--- src/assert_macros.svh ---
// ----------------------------------------------------------------------------
// Assertion macros
// Concurrent assertion wrappers; define ASSERT_OFF to compile them away.
// ----------------------------------------------------------------------------
`ifndef ASSERT_MACROS_SVH
`define ASSERT_MACROS_SVH

`ifndef ASSERT_OFF

`define ASSERT_IMPLIES(lbl, clk, rst_n, ante, cons) \
    lbl: assert property (@(posedge clk) disable iff (!rst_n) (ante) |-> (cons)) \
        else $error("%m: assertion failed");

`define ASSERT_NEXT(lbl, clk, rst_n, ante, cons) \
    lbl: assert property (@(posedge clk) disable iff (!rst_n) (ante) |=> (cons)) \
        else $error("%m: assertion failed");

`else

`define ASSERT_IMPLIES(lbl, clk, rst_n, ante, cons)

`define ASSERT_NEXT(lbl, clk, rst_n, ante, cons)

`endif

`endif

--- src/spi_pkg.sv ---
// ----------------------------------------------------------------------------
// Sampled power interpolator package
// Widths, codes, state and command types shared by the interpolator modules.
// ----------------------------------------------------------------------------
package spi_pkg;

    localparam int TABLE_DEPTH = 64;
    localparam int IDX_W       = 6;
    localparam int CNT_W       = 7;
    localparam int TIME_W      = 64;
    localparam int POW_W       = 32;
    localparam int CFG_IDX_W   = 2;
    localparam int CFG_DATA_W  = 7;
    localparam int DIV_STEPS   = POW_W;
    localparam int DIV_CNT_W   = $clog2(DIV_STEPS);

    localparam logic [CFG_IDX_W-1:0] CFG_HOLD  = 2'd0;
    localparam logic [CFG_IDX_W-1:0] CFG_COUNT = 2'd1;

    localparam logic MODE_LOAD  = 1'b0;
    localparam logic MODE_QUERY = 1'b1;

    localparam logic ST_OK        = 1'b0;
    localparam logic ST_ORDER_ERR = 1'b1;

    typedef enum logic [3:0] {
        S_IDLE,
        S_LD_RD,
        S_LD_WR,
        S_Q_RD,
        S_Q_CMP,
        S_MUL_LO,
        S_MUL_HI,
        S_MUL_SUM,
        S_DIV,
        S_FIN,
        S_DONE
    } t_state;

    typedef enum logic [1:0] {
        RES_LOAD,
        RES_CUR,
        RES_PREV,
        RES_INTERP
    } t_res_sel;

    typedef struct packed {
        logic              mode;
        logic [IDX_W-1:0]  entry_index;
        logic [TIME_W-1:0] entry_time;
        logic [POW_W-1:0]  entry_power;
        logic [TIME_W-1:0] query_time;
    } t_in_item;

    typedef struct packed {
        logic [POW_W-1:0] power_out;
        logic             status;
    } t_out_item;

    typedef struct packed {
        logic             capture;
        logic             rd_prev_slot;
        logic [IDX_W-1:0] scan_addr;
        logic             ld_write;
        logic             shift_prev;
        logic             interp_setup;
        logic             mul_lo;
        logic             mul_hi;
        logic             mul_sum;
        logic             div_step;
        logic             res_load;
        t_res_sel         res_sel;
        logic             out_load;
    } t_cmd;

    typedef struct packed {
        logic in_mode;
        logic q_lt;
        logic out_free;
    } t_sts;

endpackage

--- src/spi_ctrl.sv ---
// ----------------------------------------------------------------------------
// Interpolator controller
// Sequences loads, the table scan, multiply and divide; holds the config regs.
// ----------------------------------------------------------------------------
module spi_ctrl import spi_pkg::*; (
    input  logic                  i_clk,
    input  logic                  i_rst_n,
    input  logic                  i_in_valid,
    output logic                  o_in_ready,
    input  logic                  i_cfg_valid,
    output logic                  o_cfg_ready,
    input  logic [CFG_IDX_W-1:0]  i_cfg_index,
    input  logic [CFG_DATA_W-1:0] i_cfg_data,
    input  t_sts                  i_sts,
    output t_cmd                  o_cmd,
    output t_state                o_state
);

    t_state               r_state, n_state;
    logic [CNT_W-1:0]     r_u, n_u;
    logic [DIV_CNT_W-1:0] r_div, n_div;
    logic                 r_hold;
    logic [CNT_W-1:0]     r_count;
    logic [CNT_W-1:0]     n_eff;
    logic [CNT_W-1:0]     u_inc;
    logic                 in_acc;
    logic                 last_entry;

    assign o_cfg_ready = 1'b1;
    assign o_in_ready  = (r_state == S_IDLE);
    assign o_state     = r_state;
    assign in_acc      = i_in_valid && o_in_ready;

    // zero counts as one, anything past the table saturates
    always_comb begin
        if (r_count == '0) begin
            n_eff = CNT_W'(1);
        end else if (r_count > CNT_W'(TABLE_DEPTH)) begin
            n_eff = CNT_W'(TABLE_DEPTH);
        end else begin
            n_eff = r_count;
        end
    end

    assign u_inc      = r_u + CNT_W'(1);
    assign last_entry = (u_inc == n_eff);

    always_ff @(posedge i_clk) begin
        if (!i_rst_n) begin
            r_state <= S_IDLE;
            r_u     <= '0;
            r_div   <= '0;
            r_hold  <= 1'b0;
            r_count <= CNT_W'(1);
        end else begin
            r_state <= n_state;
            r_u     <= n_u;
            r_div   <= n_div;
            if (i_cfg_valid) begin
                case (i_cfg_index)
                    CFG_HOLD:  r_hold  <= i_cfg_data[0];
                    CFG_COUNT: r_count <= i_cfg_data[CNT_W-1:0];
                    default:   ;
                endcase
            end
        end
    end

    // next state
    always_comb begin
        n_state = r_state;
        case (r_state)
            S_IDLE: begin
                if (in_acc) begin
                    n_state = (i_sts.in_mode == MODE_LOAD) ? S_LD_RD : S_Q_RD;
                end
            end
            S_LD_RD:   n_state = S_LD_WR;
            S_LD_WR:   n_state = S_DONE;
            S_Q_RD:    n_state = S_Q_CMP;
            S_Q_CMP: begin
                if (i_sts.q_lt) begin
                    n_state = (r_u == '0 || r_hold) ? S_DONE : S_MUL_LO;
                end else begin
                    n_state = last_entry ? S_DONE : S_Q_RD;
                end
            end
            S_MUL_LO:  n_state = S_MUL_HI;
            S_MUL_HI:  n_state = S_MUL_SUM;
            S_MUL_SUM: n_state = S_DIV;
            S_DIV: begin
                if (r_div == DIV_CNT_W'(DIV_STEPS - 1)) begin
                    n_state = S_FIN;
                end
            end
            S_FIN:     n_state = S_DONE;
            S_DONE: begin
                if (i_sts.out_free) begin
                    n_state = S_IDLE;
                end
            end
            default:   n_state = S_IDLE;
        endcase
    end

    // scan and divide counters
    always_comb begin
        n_u   = r_u;
        n_div = r_div;
        case (r_state)
            S_IDLE:    n_u   = '0;
            S_Q_CMP:   n_u   = u_inc;
            S_MUL_SUM: n_div = '0;
            S_DIV:     n_div = r_div + DIV_CNT_W'(1);
            default:   ;
        endcase
    end

    // commands
    always_comb begin
        o_cmd           = '0;
        o_cmd.res_sel   = RES_LOAD;
        o_cmd.scan_addr = r_u[IDX_W-1:0];
        case (r_state)
            S_IDLE:    o_cmd.capture      = in_acc;
            S_LD_RD:   o_cmd.rd_prev_slot = 1'b1;
            S_LD_WR: begin
                o_cmd.ld_write = 1'b1;
                o_cmd.res_load = 1'b1;
                o_cmd.res_sel  = RES_LOAD;
            end
            S_Q_CMP: begin
                if (i_sts.q_lt) begin
                    o_cmd.res_load     = (r_u == '0) || r_hold;
                    o_cmd.res_sel      = (r_u == '0) ? RES_CUR : RES_PREV;
                    o_cmd.interp_setup = (r_u != '0) && !r_hold;
                end else begin
                    o_cmd.shift_prev = 1'b1;
                    o_cmd.res_load   = last_entry;
                    o_cmd.res_sel    = RES_CUR;
                end
            end
            S_MUL_LO:  o_cmd.mul_lo   = 1'b1;
            S_MUL_HI:  o_cmd.mul_hi   = 1'b1;
            S_MUL_SUM: o_cmd.mul_sum  = 1'b1;
            S_DIV:     o_cmd.div_step = 1'b1;
            S_FIN: begin
                o_cmd.res_load = 1'b1;
                o_cmd.res_sel  = RES_INTERP;
            end
            S_DONE:    o_cmd.out_load = i_sts.out_free;
            default:   ;
        endcase
    end

endmodule

--- config.mk ---
export PLATFORM = sky130hd
export DESIGN_NAME = spi_ctrl
export DESIGN_NICKNAME = d
export VERILOG_FILES = /design/src/assert_macros.svh /design/src/spi_pkg.sv /design/src/spi_ctrl.sv
export SDC_FILE = /design/constraint.sdc
export NUM_CORES = 1
export LEC_CHECK = 0
export BUFFER_PORTS_ARGS = -buffer_cell sky130_fd_sc_hd__buf_2
export CAP_MARGIN = 25
export CORE_ASPECT_RATIO = 0.8
export CORE_MARGIN = 2
export CORE_UTILIZATION = 40
export CTS_BUF_LIST = sky130_fd_sc_hd__clkbuf_8
export DETAILED_ROUTE_END_ITERATION = 8
export HOLD_SLACK_MARGIN = 0.15
export PLACE_DENSITY = 0.69
export RECOVER_POWER = 25
export SYNTH_ARGS = -nofsm -noshare
export SYNTH_HDL_FRONTEND = slang
export SYNTH_SLANG_ARGS = --single-unit
--- constraint.sdc ---
create_clock -name i_clk -period 6.7 [get_ports i_clk]
set_input_delay 1.005 -clock i_clk [delete_from_list [all_inputs] [get_ports i_clk]]
set_output_delay 1.005 -clock i_clk [all_outputs]
set_load 0.1 [all_outputs]
# == Yosys cells after proc, flatten, opt, wreduce, memory -nomap -nowiden ==
# Cells that the tools add are included.
# op_classes
n_addsub,2
mul,0
div_mod_pow,0
magnitude_cmp,1
n_eq_ne,16
shifts,0
mux,26
bitwise_logic,0
reduce_logical,15
# op_table
operator,n
4-bit case mux with 10 select lines,1
4-bit two-way mux,6
"4-bit by 3-bit == test with 1-bit output, second input constant",4
7-bit zero test,2
7-bit two-way mux,2
7-bit case mux with 2 select lines,1
"4-bit == test, second input constant",3
1-bit two-way mux,10
5-bit case mux with 2 select lines,1
3-bit case mux with 3 select lines,1
"4-bit by 2-bit == test with 1-bit output, second input constant",2
"7-bit by 1-bit adder with 7-bit output, second input constant",1
7-bit == test,1
"7-bit greater-than comparator, second input constant",1
7-bit nonzero test,1
2-bit two-way mux,3
"5-bit by 1-bit adder with 5-bit output, second input constant",1
"5-bit == test, second input constant",1
"4-bit by 1-bit == test with 1-bit output, second input constant",1
4-bit zero test,1
"2-bit != test, second input constant",2
2-bit AND reduction,2
2-bit nonzero test,2
3-bit two-way mux,1
other kinds (8),9
# word_totals
register_bits,24
latch_bits,0
mem_bits_rw,0
rom_bits,0
inputBits,16
output_inout_bits,25
elab_cells,65
mem_count,0

# == Logic depth before layout (Yosys ltp) ==
# Gate-level depths: netlist of run 1.
# logic_depth
word_depth,7
ltp_mapped,8
mapped_depth_nobuf,8

# == Least setup slack after synthesis of run 1 ==
# No wires, ideal clock.
# synth_timing
kind,flip-flop to output port
startpoint,"reg r_state[2], in the netlist o_state[2]"
endpoint,out o_cmd[18] (netlist name)
arrival_time_ns,5.130
t_required_ns,5.695
setup_slack_ns,0.565
path_stages_with_launch,5
n_path_buf,2
path_cell_list,dfxtp_1 buf_2 clkbuf_1 nor4_1 and2_1
# synth_rtl
item,line,rtl
from (decl),spi_ctrl.sv:19,"t_state r_state, n_state;"
from (signal assigned),spi_ctrl.sv:56,r_state <= n_state;
to (decl),spi_ctrl.sv:15,"output t_cmd o_cmd,"

==> flow_metrics.tcl, run 1 <==
set metrics [dict create \
    finalMaxSlewViolations 0 \
    dr.pass1.iters 5 \
    ant_nets 0 \
    synth-compound-area-share_pct 21.3 \
    mostFrequentLayoutCells "38 x buf_2, 25 x nor2_1, 24 x dfxtp_1, 15 x nand2_1" \
    hold_violations 0 \
    crit_buf_inv 1 \
    place_hpwl_mm 3.33 \
    dieHeight_microns 63.8 \
    ys_seq_elements 24 \
    required_ps 5690 \
    cts_hold_buffers 0 \
    synth-adder-area-share_pct 2.80 \
    grt_pass1_wl_mm 7.66 \
    synth_xor_area_share_pct 1.96 \
    worst_slew_pin_slew_ps 631 \
    cts_tree "done" \
    yosys.area_share.simple_pct 31.4 \
    ir_drop_mv 0.318 \
    synth.mux.area_fraction_pct 5.60 \
    critPathSlowestCell "a2111oi_1" \
    setup_viol 0 \
    vias 1742 \
    wl_mm 4.51 \
    synth_top_family_by_area "simple AND/OR/NAND/NOR gates" \
    yosysTopAreaCellShare_pct 26.9 \
    die-area_sq_um 5020 \
    syn_area_sq_um 1790 \
    fin_nets 278 \
    cap_violations 0 \
    grt_use_total_pct 19.1 \
    grt_max_degree 20 \
    crit_path_max_incr_delay_ps 580 \
    htreeDepth 1 \
    timing.final.crit_share_pct 58.8 \
    clockBufferDepth 2 \
    ys_seq_area_share_pct 26.9 \
    antenna_found_initial 0 \
    synth_edf_count 0 \
    viasPerCell 5.55 \
    routedWlPerCell_microns 14.4 \
    io_pins 41 \
    post_cts_resized 0 \
    fillers 428 \
    worstPathMaxFanout 10 \
    post-cts-setup-buffers 0 \
    yosys.area.top_type "dfxtp_1" \
    ys_types 51 \
    overflow 0 \
    drt_iter0_markers 190 \
    hold_class "reg -> reg" \
    worstSetupEndpointType "primary output" \
    maxSlewHeadroom_pct 57.8 \
    drc 0 \
    synth_cells 237 \
    critPathLaunchType "flip-flop" \
    port_buffers 39 \
    dieWidth_microns 78.7 \
    outcome "completed" \
    critPathArrivalTime_ps 2930 \
    layout_commonest_cell "buf_2" \
    syn_avg_cell_area_sq_um 7.54 \
    max_freq_ghz 0.254 \
    hold_ws_ps 526 \
    clkTransAtPathRegs_ps 90 \
    first_global_vias 1538 \
    fin_skew_ps 2.86 \
    yosys-top-cells-area "dfxtp_1 27%, mux2i_1 5.6%, nor2_1 5.3%" \
    setup-tns-final_ps 0 \
    start_util_pct 42.2 \
    rsz0062_at_grt "false" \
    p_per_area_nw_per_um2 244 \
    clk_latency_ps 270 \
    diodes 0 \
    critical_path.most_common_cell "and3_1" \
    crit_chain "ha_1 > and3_1 > and3_1 > o21ai_0 > a2111oi_1 > o211ai_1 > o21ai_1 > buf_2" \
    layout-drive-gt1-share_pct 19.5 \
    areaGrowthSynthToFinish_pct 9.87 \
    root_buffer "clkbuf_8" \
    cellLeakagePower_nw 0.857 \
    core_area_sq_um 4230 \
    numCtsBuffers 3 \
    synth_nets 257 \
    synth_ff_type "dfxtp_1" \
    postSynth.asyncResetShare_pct 0 \
    critPathTopFamily "compound AO/OA/AOI/OAI gates" \
    period_minus_slack_ps 3940 \
    num_rows 21 \
    clock-sinks 24 \
    gp_congestion 0.927 \
    path_class "reg -> out" \
    yosysWarnings 0 \
]
[worst reg2reg max path, cell delays in order (launching register included)]
cell       delay (ps)
dfxtp_1           480
ha_1              310
and3_1            270
and3_1            170
o21ai_0            90
a2111oi_1         590
o211ai_1          190
and3_1            170
[power by group]
part	internal (W)	total, W	switching (W)
Combinational	0.0000430	0.000205	0.000162
Clock	0.0000525	0.000102	0.0000493
Sequential	0.000150	0.000172	0.0000225
[metrics by stage]
step / cells / total power, W / area, sq um / utilization [%] / setup slack (ps)
global placement: 310 / 0.000379 / 1910 / 45.3 / 3170
finish: 314 / 0.000479 / 1960 / 46.4 / 2760
detailed placement: 310 / 0.000380 / 1910 / 45.3 / 3130
global route: 314 / 0.000506 / 1960 / 46.4 / 2500
CTS: 314 / 0.000481 / 1970 / 46.6 / 2810
floorplan: 237 / 0.000348 / 1790 / - / 565
[synth_stat cells (4+ instances only)]
| cell | instances |
|---|---|
| mux2i_1 | 10 |
| clkbuf_1 | 10 |
| and3_1 | 6 |
| nor2_1 | 25 |
| buf_4 | 7 |
| dfxtp_1 | 24 |
| o21ai_0 | 13 |
| nand2_1 | 15 |
| nor3_1 | 10 |
| ha_1 | 4 |
| nor2b_1 | 13 |
| nand3_1 | 12 |
| a21oi_1 | 13 |
| inv_1 | 10 |
| o21a_1 | 5 |
[layer usage]
layer | share of wire [%] | wire, microns | track usage, % | vias to the layer above
li1 | - | - | - | 879
met1 | 50 | 2260 | 29.4 | 802
met2 | 43 | 1940 | 27.6 | 57
met3 | 6.2 | 278 | 3.25 | 4
met4 | 0.62 | 28 | 3.95 | 0
met5 | 0 | 0 | 0 | -
[path summary, 6_finish.rpt]
check / from / end / slack [ps] / depth (start not counted)
hold reg to reg: r_div[4] / r_div[4] / 530 / 2
setup reg to reg: r_u[0] / o_state[0] / 4350 / 7
hold / removal: r_div[4] / r_div[4] / 530 / 2
setup / recovery: r_u[0] / o_cmd[3] / 2760 / 8
[kinds of logic (layout without fill, tap and decap cells)]
kind of cell	Yosys count	after routing
compound gates	57	57
xor+xnor	4	4
fa+ha+maj	4	4
buf+inv	33	53
flops	24	24
mux	10	10
other cells	1	1
simple gates	104	104
[flip-flops by register name, indices dropped and copies added (netlist names)]
signal / flops
r_div: 5
o_state: 4
r_hold: 1
r_count: 7
r_u: 7
[final cells by class]
class                   count  area [sq um]  area share [%]
clock buffers               4          55.1            2.80
inverters                  10          37.5            1.91
multi-input cells         180          1120            57.3
flip-flops and latches     24           480            24.5
well taps                  57          71.3            3.63
repair buffers             39           194            9.88
(Power assumes the default switching activity.)
==> run 2: changes to the inputs <==
--- a/config.mk
+++ b/config.mk
@@ -13,7 +13,7 @@
 export CTS_BUF_LIST = sky130_fd_sc_hd__clkbuf_8
 export DETAILED_ROUTE_END_ITERATION = 8
 export HOLD_SLACK_MARGIN = 0.15
-export PLACE_DENSITY = 0.69
+export PLACE_DENSITY = 0.72
 export RECOVER_POWER = 25
 export SYNTH_ARGS = -nofsm -noshare
 export SYNTH_HDL_FRONTEND = slang
==> constraint.sdc (replaced) <==
create_clock -name i_clk -period 3.5 [get_ports i_clk]
set_input_delay 0.525 -clock i_clk [delete_from_list [all_inputs] [get_ports i_clk]]
set_output_delay 0.525 -clock i_clk [all_outputs]
set_load 0.1 [all_outputs]
==> flow_metrics.tcl, run 2 (synthesized netlist as in run 1, its figures left out) <==
set metrics [dict create \
    setup_viol 0 \
    layout-drive-gt1-share_pct 23.1 \
    diodes 0 \
    critPathArrivalTime_ps 2690 \
    areaGrowthSynthToFinish_pct 13.9 \
    worst_slew_pin_slew_ps 770 \
    finalMaxSlewViolations 0 \
    dieHeight_microns 63.8 \
    ir_drop_mv 0.329 \
    clock-sinks 24 \
    clk_latency_ps 270 \
    mostFrequentLayoutCells "37 x buf_2, 25 x nor2_1, 23 x dfxtp_1, 15 x nand2_1" \
    wl_mm 4.58 \
    max_freq_ghz 0.311 \
    seqPwrFrac_pct 35.3 \
    worstSetupEndpointType "primary output" \
    cellLeakagePower_nw 0.882 \
    layout_commonest_cell "buf_2" \
    overflow 0 \
    ant_nets 0 \
    fin_cells 317 \
    cts_hold_buffers 0 \
    placed_area_sq_um 1980 \
    cap_violations 0 \
    met1_length_mm 2.14 \
    first_global_vias 1706 \
    largestRegisters "r_count x7, r_u x7, r_div x5" \
    p_switching_w 0.000458 \
    root_buffer "clkbuf_8" \
    critPathLaunchType "flip-flop" \
    core_area_sq_um 4230 \
    fin_skew_ps 2.66 \
    grt_use_total_pct 19.9 \
    wl_met2_mm 2.10 \
    hold_violations 0 \
    post-cts-setup-buffers 0 \
    cts_tree "done" \
    htreeDepth 1 \
    viasPerCell 5.51 \
    outcome "completed" \
    period_minus_slack_ps 3220 \
    place_hpwl_mm 3.47 \
    pwr-share-clk_pct 20.5 \
    io_pins 41 \
    routed.top_layer "met4" \
    fin_area_sq_um 2030 \
    fillers 435 \
    timing.final.crit_share_pct 92.0 \
    maxSlewHeadroom_pct 48.6 \
    clkTransAtPathRegs_ps 90 \
    rsz0062_at_grt "false" \
    wl_met3_microns 322 \
    p_int_w 0.000485 \
    combPwrFrac_pct 44.2 \
    port_buffers 39 \
    clockBufferDepth 2 \
    num_rows 21 \
    multi_input_area_sq_um 1170 \
    power_switching_share_pct 48.6 \
    grt_max_degree 20 \
    regArea_sq_um 482 \
    power_w 0.000944 \
    drc 0 \
    start_util_pct 42.2 \
    vias 1746 \
    hold_class "in -> reg" \
    p_per_area_nw_per_um2 464 \
    dr.pass1.iters 4 \
    grt_pass1_wl_mm 7.97 \
    gp_congestion 1.01 \
    die-area_sq_um 5020 \
    antenna_found_initial 0 \
    place.detailed.instances 313 \
    fin_nets 281 \
    drt_iter0_markers 113 \
    required_ps 2970 \
    numCtsBuffers 3 \
    path_class "reg -> out" \
    routedWlPerCell_microns 14.4 \
    worstPathMaxFanout 7 \
    dieWidth_microns 78.7 \
]
run 2: layer usage:
layer | vias up | global-route usage [%]
met4 | 0 | 5.04
met2 | 51 | 32.4
li1 | 882 | -
met3 | 2 | 5.51
met5 | - | 0
met1 | 811 | 26.1
run 2: power by group through the flow:
stage / clock network (W) / registers [W] / logic, W
finish: 0.000193 / 0.000333 / 0.000418
global route: 0.000211 / 0.000338 / 0.000445
CTS: 0.000200 / 0.000333 / 0.000416
detailed placement: 0 / 0.000339 / 0.000415
global placement: 0 / 0.000338 / 0.000413
floorplan: 0 / 0.000363 / 0.000320
run 2: through the flow:
| step | hold slack [ps] | setup TNS (ps) | util (%) | worst slack (ps) |
|---|---|---|---|---|
| 2_1_floorplan | 461 | -701 | - | -240 |
| 3_3_place_gp | 493 | 0 | 46.7 | 448 |
| 3_5_place_dp | 507 | 0 | 46.7 | 398 |
| 4_1_cts | 475 | 0 | 48.0 | 78.5 |
| 5_1_grt | 505 | 0 | 48.1 | 103 |
| 6_report | 477 | 0 | 48.1 | 280 |
run 2: final cells by class:
| type | instances | area share [%] |
|---|---|---|
| clock buffer | 4 | 2.71 |
| multi-input combinational | 180 | 57.5 |
| tap | 57 | 3.51 |
| timing repair buffer | 42 | 10.8 |
| inverter | 10 | 1.85 |
| sequential | 24 | 23.7 |
run 2: critical path, stage by stage, from the launching register on:
cell and delay [ps]:
dfxtp_1 450, inv_1 70, ha_1 330, or2_2 290, a211oi_1 190, o21ai_0 130, a221oi_2 310, o211ai_1 160
o21ai_2 140, clkbuf_4 340
run 2: worst paths after layout:
path	from	to	slack, ps	cells after the start
min	i_cfg_data[0]	r_count[0]	480	3
max reg2reg	r_u[1]	o_state[0]	1280	8
min reg2reg	r_hold	r_hold	520	2
max	r_u[1]	o_cmd[3]	280	9
run 2: repair_timing:
action                                  4_1_cts  5_1_grt
gates resized for setup                       0        2
endpoints found under the setup margin        0        1
endpoints found under the hold margin         0        0
